[src/boc_pkg.sv]
// ----------------------------------------------------------------------------
// boc_pkg: shared types and constants for the broadcast offset calculator
// holds the shape bundle, result bundle, register indexes and dimension lookup
// ----------------------------------------------------------------------------
`timescale 1ns / 1ps
`default_nettype none

package boc_pkg;

	localparam int POS_BITS  = 31;
	localparam int CNT_BITS  = 5;
	localparam int SLOTS     = 8;
	localparam int SLOT_BITS = 16;
	localparam int IDX_BITS  = 3;
	localparam int REG_BITS  = 64;
	localparam int RANK_BITS = 4;
	localparam int CFG_IDX_BITS = 3;

	// register indexes on the config port
	localparam logic [CFG_IDX_BITS-1:0] REG_OUT_RANK      = 3'd0;
	localparam logic [CFG_IDX_BITS-1:0] REG_IN_RANK       = 3'd1;
	localparam logic [CFG_IDX_BITS-1:0] REG_OUT_DIMS_LOW  = 3'd2;
	localparam logic [CFG_IDX_BITS-1:0] REG_OUT_DIMS_HIGH = 3'd3;
	localparam logic [CFG_IDX_BITS-1:0] REG_IN_DIMS_LOW   = 3'd4;
	localparam logic [CFG_IDX_BITS-1:0] REG_IN_DIMS_HIGH  = 3'd5;

	// every slot holds a dimension of 1 after reset
	localparam logic [REG_BITS-1:0] DIMS_RESET = 64'h0001_0001_0001_0001;
	localparam logic [RANK_BITS-1:0] RANK_RESET = 4'd1;

	typedef logic [SLOTS-1:0][SLOT_BITS-1:0] dims_t;

	typedef struct packed {
		logic [RANK_BITS-1:0] out_rank;
		logic [RANK_BITS-1:0] in_rank;
		dims_t                out_dims;
		dims_t                in_dims;
	} shape_t;

	typedef struct packed {
		logic [POS_BITS-1:0] in_position;
		logic                shape_error;
	} res_t;

	function automatic logic [SLOT_BITS-1:0] dim_of(input dims_t dims,
			input logic [IDX_BITS-1:0] k);
		return dims[k];
	endfunction

	// zero reads as one, anything above the limit saturates
	function automatic logic [RANK_BITS-1:0] clamp_rank(input logic [RANK_BITS-1:0] r,
			input logic [RANK_BITS-1:0] max_r);
		logic [RANK_BITS-1:0] v;
		v = r;
		if (r == '0)
			v = 4'd1;
		else if (r > max_r)
			v = max_r;
		return v;
	endfunction

endpackage

`default_nettype wire

[src/boc_div.sv]
// ----------------------------------------------------------------------------
// boc_div: radix-2 restoring divider
// one quotient bit per cycle, 31-bit dividend by a DIM_BITS-wide divisor
// ----------------------------------------------------------------------------
`timescale 1ns / 1ps
`default_nettype none

module boc_div #(
	parameter int DIM_BITS = 16
) (
	input  wire logic                          clk,
	input  wire logic                          arst_n,
	input  wire logic                          start,
	input  wire logic [boc_pkg::POS_BITS-1:0]  dividend,
	input  wire logic [DIM_BITS-1:0]           divisor,
	output logic                               done,
	output logic [boc_pkg::POS_BITS-1:0]       quotient,
	output logic [DIM_BITS-1:0]                remainder
);

	logic [boc_pkg::POS_BITS-1:0] quo_q;
	logic [DIM_BITS-1:0]          rem_q;
	logic [DIM_BITS-1:0]          dvs_q;
	logic [boc_pkg::CNT_BITS-1:0] cnt_q;
	logic                         busy_q;
	logic                         done_q;

	logic [DIM_BITS:0]   trial;
	logic                take;
	logic [DIM_BITS-1:0] rem_nxt;

	assign trial   = {rem_q, quo_q[boc_pkg::POS_BITS-1]};
	assign take    = trial >= {1'b0, dvs_q};
	assign rem_nxt = take ? DIM_BITS'(trial - {1'b0, dvs_q}) : trial[DIM_BITS-1:0];

	always_ff @(posedge clk or negedge arst_n) begin
		if (!arst_n) begin
			busy_q <= 1'b0;
			done_q <= 1'b0;
			cnt_q  <= '0;
		end else begin
			done_q <= 1'b0;
			if (start) begin
				busy_q <= 1'b1;
				cnt_q  <= boc_pkg::CNT_BITS'(boc_pkg::POS_BITS);
			end else if (busy_q) begin
				cnt_q <= cnt_q - 1'b1;
				if (cnt_q == boc_pkg::CNT_BITS'(1)) begin
					busy_q <= 1'b0;
					done_q <= 1'b1;
				end
			end
		end
	end

	always_ff @(posedge clk) begin
		if (start) begin
			quo_q <= dividend;
			rem_q <= '0;
			dvs_q <= divisor;
		end else if (busy_q) begin
			quo_q <= {quo_q[boc_pkg::POS_BITS-2:0], take};
			rem_q <= rem_nxt;
		end
	end

	assign done      = done_q;
	assign quotient  = quo_q;
	assign remainder = rem_q;

endmodule

`default_nettype wire

[src/boc_ctrl.sv]
// ----------------------------------------------------------------------------
// boc_ctrl: sequencer for the offset mapping
// splits the position over the aligned dims, then rebuilds the input offset
// ----------------------------------------------------------------------------
`timescale 1ns / 1ps
`default_nettype none

module boc_ctrl #(
	parameter int MAX_DIMS = 8,
	parameter int DIM_BITS = 16
) (
	input  wire logic                          clk,
	input  wire logic                          arst_n,
	input  wire boc_pkg::shape_t               shape,
	input  wire logic                          in_valid,
	output logic                               in_ready,
	input  wire logic [boc_pkg::POS_BITS-1:0]  in_pos,
	output logic                               res_valid,
	input  wire logic                          res_ready,
	output boc_pkg::res_t                      res,
	output logic                               div_start,
	output logic [boc_pkg::POS_BITS-1:0]       div_dividend,
	output logic [DIM_BITS-1:0]                div_divisor,
	input  wire logic                          div_done,
	input  wire logic [boc_pkg::POS_BITS-1:0]  div_quo,
	input  wire logic [DIM_BITS-1:0]           div_rem
);

	typedef enum logic [4:0] {
		ST_IDLE = 5'b00001,
		ST_DIV  = 5'b00010,
		ST_WAIT = 5'b00100,
		ST_MAC  = 5'b01000,
		ST_DONE = 5'b10000
	} state_t;

	localparam logic [boc_pkg::SLOT_BITS-1:0] DimMask =
		boc_pkg::SLOT_BITS'((32'd1 << DIM_BITS) - 32'd1);

	state_t                        state_q;
	logic [boc_pkg::IDX_BITS-1:0]  i_q;
	logic [boc_pkg::POS_BITS-1:0]  pos_q;
	logic [boc_pkg::POS_BITS-1:0]  acc_q;
	logic                          err_q;
	logic [DIM_BITS-1:0]           idx_q [boc_pkg::SLOTS];

	logic [boc_pkg::RANK_BITS-1:0] orank, irank, skip;
	logic [boc_pkg::IDX_BITS-1:0]  k_out, last_i;
	logic [boc_pkg::SLOT_BITS-1:0] od, id;
	logic                          rank_err;
	logic                          od_zero;
	logic [boc_pkg::POS_BITS+boc_pkg::SLOT_BITS-1:0] prod;
	logic [boc_pkg::POS_BITS-1:0]  acc_nxt;
	logic                          step_div;

	assign orank    = boc_pkg::clamp_rank(shape.out_rank, boc_pkg::RANK_BITS'(MAX_DIMS));
	assign irank    = boc_pkg::clamp_rank(shape.in_rank, boc_pkg::RANK_BITS'(MAX_DIMS));
	assign rank_err = irank > orank;
	assign skip     = orank - irank;
	assign k_out    = boc_pkg::IDX_BITS'(skip + {1'b0, i_q});
	assign last_i   = boc_pkg::IDX_BITS'(irank - 4'd1);

	assign od      = boc_pkg::dim_of(shape.out_dims, k_out) & DimMask;
	assign id      = boc_pkg::dim_of(shape.in_dims, i_q) & DimMask;
	assign od_zero = (od == '0);

	// horner step, wraps at the position width
	assign prod    = acc_q * id;
	assign acc_nxt = prod[boc_pkg::POS_BITS-1:0]
		+ ((id != boc_pkg::SLOT_BITS'(1)) ? boc_pkg::POS_BITS'(idx_q[i_q]) : '0);

	// one dimension finished in this cycle
	assign step_div = ((state_q == ST_DIV) && od_zero) || ((state_q == ST_WAIT) && div_done);

	always_ff @(posedge clk or negedge arst_n) begin
		if (!arst_n) begin
			state_q <= ST_IDLE;
			i_q     <= '0;
		end else begin
			unique case (state_q)
				ST_IDLE: begin
					if (in_valid) begin
						i_q     <= last_i;
						state_q <= rank_err ? ST_DONE : ST_DIV;
					end
				end
				ST_DIV, ST_WAIT: begin
					if (step_div) begin
						if (i_q == '0) begin
							state_q <= ST_MAC;
						end else begin
							i_q     <= i_q - 1'b1;
							state_q <= ST_DIV;
						end
					end else if (state_q == ST_DIV) begin
						state_q <= ST_WAIT;
					end
				end
				ST_MAC: begin
					if (i_q == last_i)
						state_q <= ST_DONE;
					else
						i_q <= i_q + 1'b1;
				end
				ST_DONE: begin
					if (res_ready)
						state_q <= ST_IDLE;
				end
				default: state_q <= ST_IDLE;
			endcase
		end
	end

	always_ff @(posedge clk) begin
		if ((state_q == ST_IDLE) && in_valid) begin
			pos_q <= in_pos;
			acc_q <= '0;
			err_q <= rank_err;
		end
		if ((state_q == ST_DIV) && od_zero)
			idx_q[i_q] <= '0;
		if ((state_q == ST_WAIT) && div_done) begin
			idx_q[i_q] <= div_rem;
			pos_q      <= div_quo;
		end
		if (state_q == ST_MAC) begin
			acc_q <= acc_nxt;
			err_q <= err_q | (id > od);
		end
	end

	assign in_ready        = (state_q == ST_IDLE);
	assign res_valid       = (state_q == ST_DONE);
	assign res.in_position = acc_q;
	assign res.shape_error = err_q;

	assign div_start    = (state_q == ST_DIV) && !od_zero;
	assign div_dividend = pos_q;
	assign div_divisor  = od[DIM_BITS-1:0];

endmodule

`default_nettype wire

[src/broadcast_offset_calc_top.sv]
// ----------------------------------------------------------------------------
// broadcast_offset_calc_top: broadcast output offset to input offset mapper
// config registers, sequencer, shared serial divider and output register
// ----------------------------------------------------------------------------
// sequence: per aligned input dimension a divider issue, one step per quotient
//   bit and a capture; a zero output dimension skips the divider; then in_rank
//   horner steps and the result handoff
// throughput: one item at a time; the sequencer takes a new item only when idle
// reset: async active low, ranks and every dimension return to 1
`timescale 1ns / 1ps
`default_nettype none

module broadcast_offset_calc_top #(
	parameter int MAX_DIMS = 8,
	parameter int DIM_BITS = 16
) (
	input  wire logic        clk,
	input  wire logic        arst_n,
	// config write port
	input  wire logic        cfg_we,
	input  wire logic [2:0]  cfg_index,
	input  wire logic [63:0] cfg_data,
	// input items
	input  wire logic        s_axis_tvalid,
	output logic             s_axis_tready,
	input  wire logic [31:0] s_axis_tdata,  // [30:0] out_position, [31] zero
	// result items
	output logic             m_axis_tvalid,
	input  wire logic        m_axis_tready,
	output logic [31:0]      m_axis_tdata,  // [30:0] in_position, [31] zero
	output logic             m_axis_tuser   // [0] shape_error
);

	// configuration registers
	logic [boc_pkg::RANK_BITS-1:0] out_rank_q, in_rank_q;
	logic [boc_pkg::REG_BITS-1:0]  out_dims_low_q, out_dims_high_q;
	logic [boc_pkg::REG_BITS-1:0]  in_dims_low_q, in_dims_high_q;

	boc_pkg::shape_t shape;
	boc_pkg::res_t   res;
	logic            res_valid, res_ready;

	// divider link
	logic                         div_start, div_done;
	logic [boc_pkg::POS_BITS-1:0] div_dividend, div_quo;
	logic [DIM_BITS-1:0]          div_divisor, div_rem;

	// output register
	logic                m_valid_q;
	boc_pkg::res_t       m_res_q;

	always_ff @(posedge clk or negedge arst_n) begin
		if (!arst_n) begin
			out_rank_q      <= boc_pkg::RANK_RESET;
			in_rank_q       <= boc_pkg::RANK_RESET;
			out_dims_low_q  <= boc_pkg::DIMS_RESET;
			out_dims_high_q <= boc_pkg::DIMS_RESET;
			in_dims_low_q   <= boc_pkg::DIMS_RESET;
			in_dims_high_q  <= boc_pkg::DIMS_RESET;
		end else if (cfg_we) begin
			unique case (cfg_index)
				boc_pkg::REG_OUT_RANK:      out_rank_q      <= cfg_data[3:0];
				boc_pkg::REG_IN_RANK:       in_rank_q       <= cfg_data[3:0];
				boc_pkg::REG_OUT_DIMS_LOW:  out_dims_low_q  <= cfg_data;
				boc_pkg::REG_OUT_DIMS_HIGH: out_dims_high_q <= cfg_data;
				boc_pkg::REG_IN_DIMS_LOW:   in_dims_low_q   <= cfg_data;
				boc_pkg::REG_IN_DIMS_HIGH:  in_dims_high_q  <= cfg_data;
				default: ; // unused indexes are ignored
			endcase
		end
	end

	// dimension k sits in 16-bit slot k of the high:low pair
	assign shape.out_rank = out_rank_q;
	assign shape.in_rank  = in_rank_q;
	assign shape.out_dims = {out_dims_high_q, out_dims_low_q};
	assign shape.in_dims  = {in_dims_high_q, in_dims_low_q};

	boc_ctrl #(
		.MAX_DIMS (MAX_DIMS),
		.DIM_BITS (DIM_BITS)
	) u_ctrl (
		.clk          (clk),
		.arst_n       (arst_n),
		.shape        (shape),
		.in_valid     (s_axis_tvalid),
		.in_ready     (s_axis_tready),
		.in_pos       (s_axis_tdata[boc_pkg::POS_BITS-1:0]),
		.res_valid    (res_valid),
		.res_ready    (res_ready),
		.res          (res),
		.div_start    (div_start),
		.div_dividend (div_dividend),
		.div_divisor  (div_divisor),
		.div_done     (div_done),
		.div_quo      (div_quo),
		.div_rem      (div_rem)
	);

	boc_div #(
		.DIM_BITS (DIM_BITS)
	) u_div (
		.clk       (clk),
		.arst_n    (arst_n),
		.start     (div_start),
		.dividend  (div_dividend),
		.divisor   (div_divisor),
		.done      (div_done),
		.quotient  (div_quo),
		.remainder (div_rem)
	);

	// output register frees the sequencer while a result waits downstream
	assign res_ready = !m_valid_q || m_axis_tready;

	always_ff @(posedge clk or negedge arst_n) begin
		if (!arst_n)
			m_valid_q <= 1'b0;
		else if (res_valid && res_ready)
			m_valid_q <= 1'b1;
		else if (m_axis_tready)
			m_valid_q <= 1'b0;
	end

	always_ff @(posedge clk) begin
		if (res_valid && res_ready)
			m_res_q <= res;
	end

	assign m_axis_tvalid = m_valid_q;
	assign m_axis_tdata  = {1'b0, m_res_q.in_position};
	assign m_axis_tuser  = m_res_q.shape_error;

	// an accepted item leaves the block busy in the cycle after it is taken
	a_busy_after_accept: assert property (@(posedge clk) disable iff (!arst_n)
		s_axis_tvalid && s_axis_tready |=> !s_axis_tready)
		else $error("input taken while previous item still in work");

	// a finished result is held in the sequencer until the output register takes it
	a_res_hold: assert property (@(posedge clk) disable iff (!arst_n)
		res_valid && !res_ready |=> res_valid && $stable(res))
		else $error("pending result dropped or changed");

	// the sequencer never offers a result while it takes a new item
	a_res_excl: assert property (@(posedge clk) disable iff (!arst_n)
		res_valid |-> !s_axis_tready)
		else $error("result pending while block reports idle");

	// the divider only reports done when the sequencer waits for it
	a_div_done: assert property (@(posedge clk) disable iff (!arst_n)
		div_done |-> !s_axis_tready && !res_valid && !div_start)
		else $error("divider done outside a division");

endmodule

`default_nettype wire
[config.mk]
export PLATFORM = sky130hd
export DESIGN_NAME = broadcast_offset_calc_top
export DESIGN_NICKNAME = d
export VERILOG_FILES = /design/src/boc_pkg.sv /design/src/boc_div.sv /design/src/boc_ctrl.sv /design/src/broadcast_offset_calc_top.sv
export SDC_FILE = /design/constraint.sdc
export NUM_CORES = 2
export LEC_CHECK = 0
export BUFFER_PORTS_ARGS = -buffer_cell sky130_fd_sc_hd__buf_2
export CELL_PAD_IN_SITES_DETAIL_PLACEMENT = 1
export CELL_PAD_IN_SITES_GLOBAL_PLACEMENT = 1
export CORE_MARGIN = 1
export CORE_UTILIZATION = 28
export DETAILED_ROUTE_END_ITERATION = 10
export PLACE_DENSITY_LB_ADDON = 0.1
export RECOVER_POWER = 100
export SLEW_MARGIN = 20
export SYNTH_ARGS = -nofsm -noshare
export SYNTH_HDL_FRONTEND = slang
export SYNTH_SLANG_ARGS = --single-unit
export TNS_END_PERCENT = 20
[constraint.sdc]
create_clock -name clk -period 9.2 [get_ports clk]
set_clock_uncertainty 0.05 [all_clocks]
set_input_delay 1.84 -clock clk [delete_from_list [all_inputs] [get_ports clk]]
set_output_delay 1.84 -clock clk [all_outputs]
set_load 0.03 [all_outputs]
==> results_dict.tcl <==
set metrics [dict create \
    critPathMaxFanout 17 \
    fmax_ghz 0.1150 \
    syn_area_per_cell_um2 11.68 \
    initial_core_util_pct 28.18 \
    ff2ff_path_depth 25 \
    violations "max-capacitance violations, max-slew violations" \
    cts_root_buffer "clkbuf_16" \
    cp-startpoint "u_ctrl.i_q[0]" \
    vias_per_cell 4.704 \
    endpoint_kind "register" \
    status "complete, but fails checks" \
    ant_nets 0 \
    critPathLaunchType "register" \
    num_vias 24298 \
    synth_flop_cell "edfxtp_1" \
    hp-class "reg -> reg" \
    wl_per_cell_um 22.79 \
    synth-edff-count 270 \
    async_flop_share_pct 49.47 \
    worstReg2RegStart "u_ctrl.i_q[0]" \
    drv_slew 668 \
    reg2reg_setup_slack_ps 510 \
    fin_nets 3885 \
    clkTransAtPathRegs_ps 60 \
    drive_above_1_share_pct 19.68 \
    grt_overflow 0 \
    yosysMostFrequentCell "inv_1" \
    period_share_pct 94.51 \
    design.portCount 139 \
    min_period_ps 8694 \
    cp-endpoint "u_ctrl.acc_q[27]" \
    fin_setup_tns_ps 0 \
    yosysTopAreaCell "edfxtp_1" \
    setup_viol 0 \
    drcViolationCount 0 \
    clock_path_buffers 3 \
    hold_buffers 0 \
    row_count 133 \
    h-tree-depth 3 \
    grt_pass1_wl_um 180200 \
    synth_top_area_share_pct 21.91 \
    cts_tree "done" \
    cp_slowest_stage_delay_ps 790 \
    drt-total-wl_um 117700 \
    netlist_instances 3168 \
    ys_top_cells_by_area "edfxtp_1 22%, dfrtp_1 18%, fa_1 17%" \
    synth_cell_types 83 \
    timing.rr.end "u_ctrl.acc_q[27]" \
    synth.cell_area_um2 37000 \
    grt_max_degree 146 \
    drt-initial-drc-count 963 \
    core-area_um2 131300 \
    tightestPinTransition_ps 4210 \
    syn2layout_area_growth_pct 14.48 \
    relSlewSlack_pct -180.7 \
    grt_pass1_vias 27893 \
    io_buffers 136 \
    fp.dieW_um 365.5 \
    slowest_stage "nor3b_1" \
    clkSinkCount 566 \
    numCtsBuffers 72 \
    rsz0062_at_grt "false" \
    clkLatencyLatePin_ps 650 \
    critPathKind "reg -> reg" \
    design.die.area_um2 133600 \
    cts_setup_buffers 0 \
    arrival_ps 9020 \
    place_congestion 0.7830 \
    cts_resized 0 \
    max-cap-violations 12 \
    synth-seq-area-share_pct 41.78 \
    crit_required_ps 9520 \
    fp.dieH_um 365.5 \
    first_pass_iters 5 \
    synth-seq-cells 566 \
    yosysWarnings 0 \
    synth_common_cells "455 x inv_1, 373 x nand2_1, 309 x fa_1, 302 x mux2_2, 270 x edfxtp_1" \
    crit_top_cell "fa_1" \
    antenna_found_initial 7 \
    final_hold_viol_count 0 \
    syn_nets 3703 \
    grtUsageTotal_pct 18.15 \
    dp_hpwl_um 85340 \
]
==> how the worst min path moves through the flow <==
stage / from / endpoint / slack (ps) / cells past startpoint
finish: u_ctrl.acc_q[30] / m_axis_tdata[30] / 450 / 0
global route: u_ctrl.acc_q[30] / m_axis_tdata[30] / 460 / 0
CTS: in_dims_high_q[51] / in_dims_high_q[51] / 450 / 1
detailed placement: u_ctrl.acc_q[30] / m_axis_tdata[30] / 440 / 0
global placement: out_dims_high_q[55] / out_dims_high_q[55] / 430 / 1
floorplan: u_ctrl.acc_q[21] / m_axis_tdata[21] / 370 / 0
==> cell usage in the layout, fill, tap and decap left out, types with 8 or more instances in the layout <==
cell	instances
a211oi_1	24
a21o_1	21
a21oi_1	52
a221oi_1	12
a22oi_1	15
and2_1	185
and3_1	20
buf_2	98
buf_4	68
clkbuf_1	98
clkbuf_16	73
clkinv_1	8
clkinv_2	17
dfrtp_1	258
dfstp_2	19
dfxtp_1	16
edfxtp_1	270
fa_1	309
ha_1	121
inv_1	455
mux2_1	16
mux2_2	301
mux2i_1	49
mux4_2	43
nand2_1	373
nand2b_1	21
nand3_1	16
nand4_1	13
nor2_1	98
nor2b_1	22
nor3_1	25
nor3b_1	8
nor4_1	11
o211ai_1	12
o21a_1	13
o21ai_0	33
o22ai_1	42
xnor2_1	37
xor2_1	18
==> layout make-up <==
class                           instances  area [um2]
Fill cell                           14427       88940
Multi-Input combinational cell       1998       19240
Sequential cell                       566       15460
Tap cell                             1755        2196
Clock buffer                           95        1969
Inverter                              455        1708
Timing Repair Buffer                  257        1421
Clock inverter                         38       352.8
Antenna cell                            1       2.502
==> cell families (layout without fill, tap and decap cells) <==
kind of cell,Yosys count,count (layout),synth area share [%]
buffers and inverters,604,845,6.381
flip-flops,566,566,41.78
AO/OA/AOI/OAI,275,275,5.015
adder cells (fa/ha/maj),431,431,20.84
XOR/XNOR,62,62,1.694
multiplexers,409,409,13.59
other,1,2,0.01014
AND/OR/NAND/NOR,820,820,10.68
==> state kept, by name, indices dropped and copies added, names as in the netlist, 3 cells and up <==
register,flops
u_ctrl.state_q,5
in_dims_high_q,64
u_div.dvs_q,16
out_rank_q,4
in_dims_low_q,64
u_div.quotient,31
out_dims_low_q,64
m_axis_tdata,31
in_rank_q,4
u_ctrl.idx_q,128
u_ctrl.acc_q,31
u_div.remainder,16
u_ctrl.div_dividend,31
u_ctrl.i_q,3
out_dims_high_q,64
u_div.cnt_q,5
==> critical path, delay by kind of cell, from the launching register on <==
kind,cells,cell delay (ps)
and+or+nand+nor,4,1270
buffers and inverters,6,1240
AOI/OAI and AO/OA,7,1830
DFF,1,570
xor gates and xnor gates,1,250
adders and majority gates,7,3190
==> metrics by stage <==
stage / util (%) / area (um2) / hold WS, ps / cells / worst slack, ps
2_1_floorplan: - / 37000 / 374.4 / 3168 / 1630
3_3_place_gp: 30.69 / 40300 / 431.6 / 5029 / 564.4
3_5_place_dp: 30.70 / 40300 / 436.3 / 5029 / 561.1
4_1_cts: 32.47 / 42630 / 451.4 / 5162 / 551.3
5_1_grt: 32.26 / 42350 / 457.2 / 5164 / 160.4
6_report: 32.26 / 42360 / 447.7 / 5165 / 505.5
==> layer usage <==
metal	share of wire, %	vias to the layer above	GRT usage, %	wire length [um]
li1	-	10907	-	-
met1	46	12894	24.20	54090
met2	49	366	31.25	57390
met3	3.2	129	2.078	3748
met4	2.1	2	4.406	2488
met5	0.0076	-	0	9
Power is not shown: default switching activity piles up to over one toggle a cycle in this logic, so the estimate is an artifact.
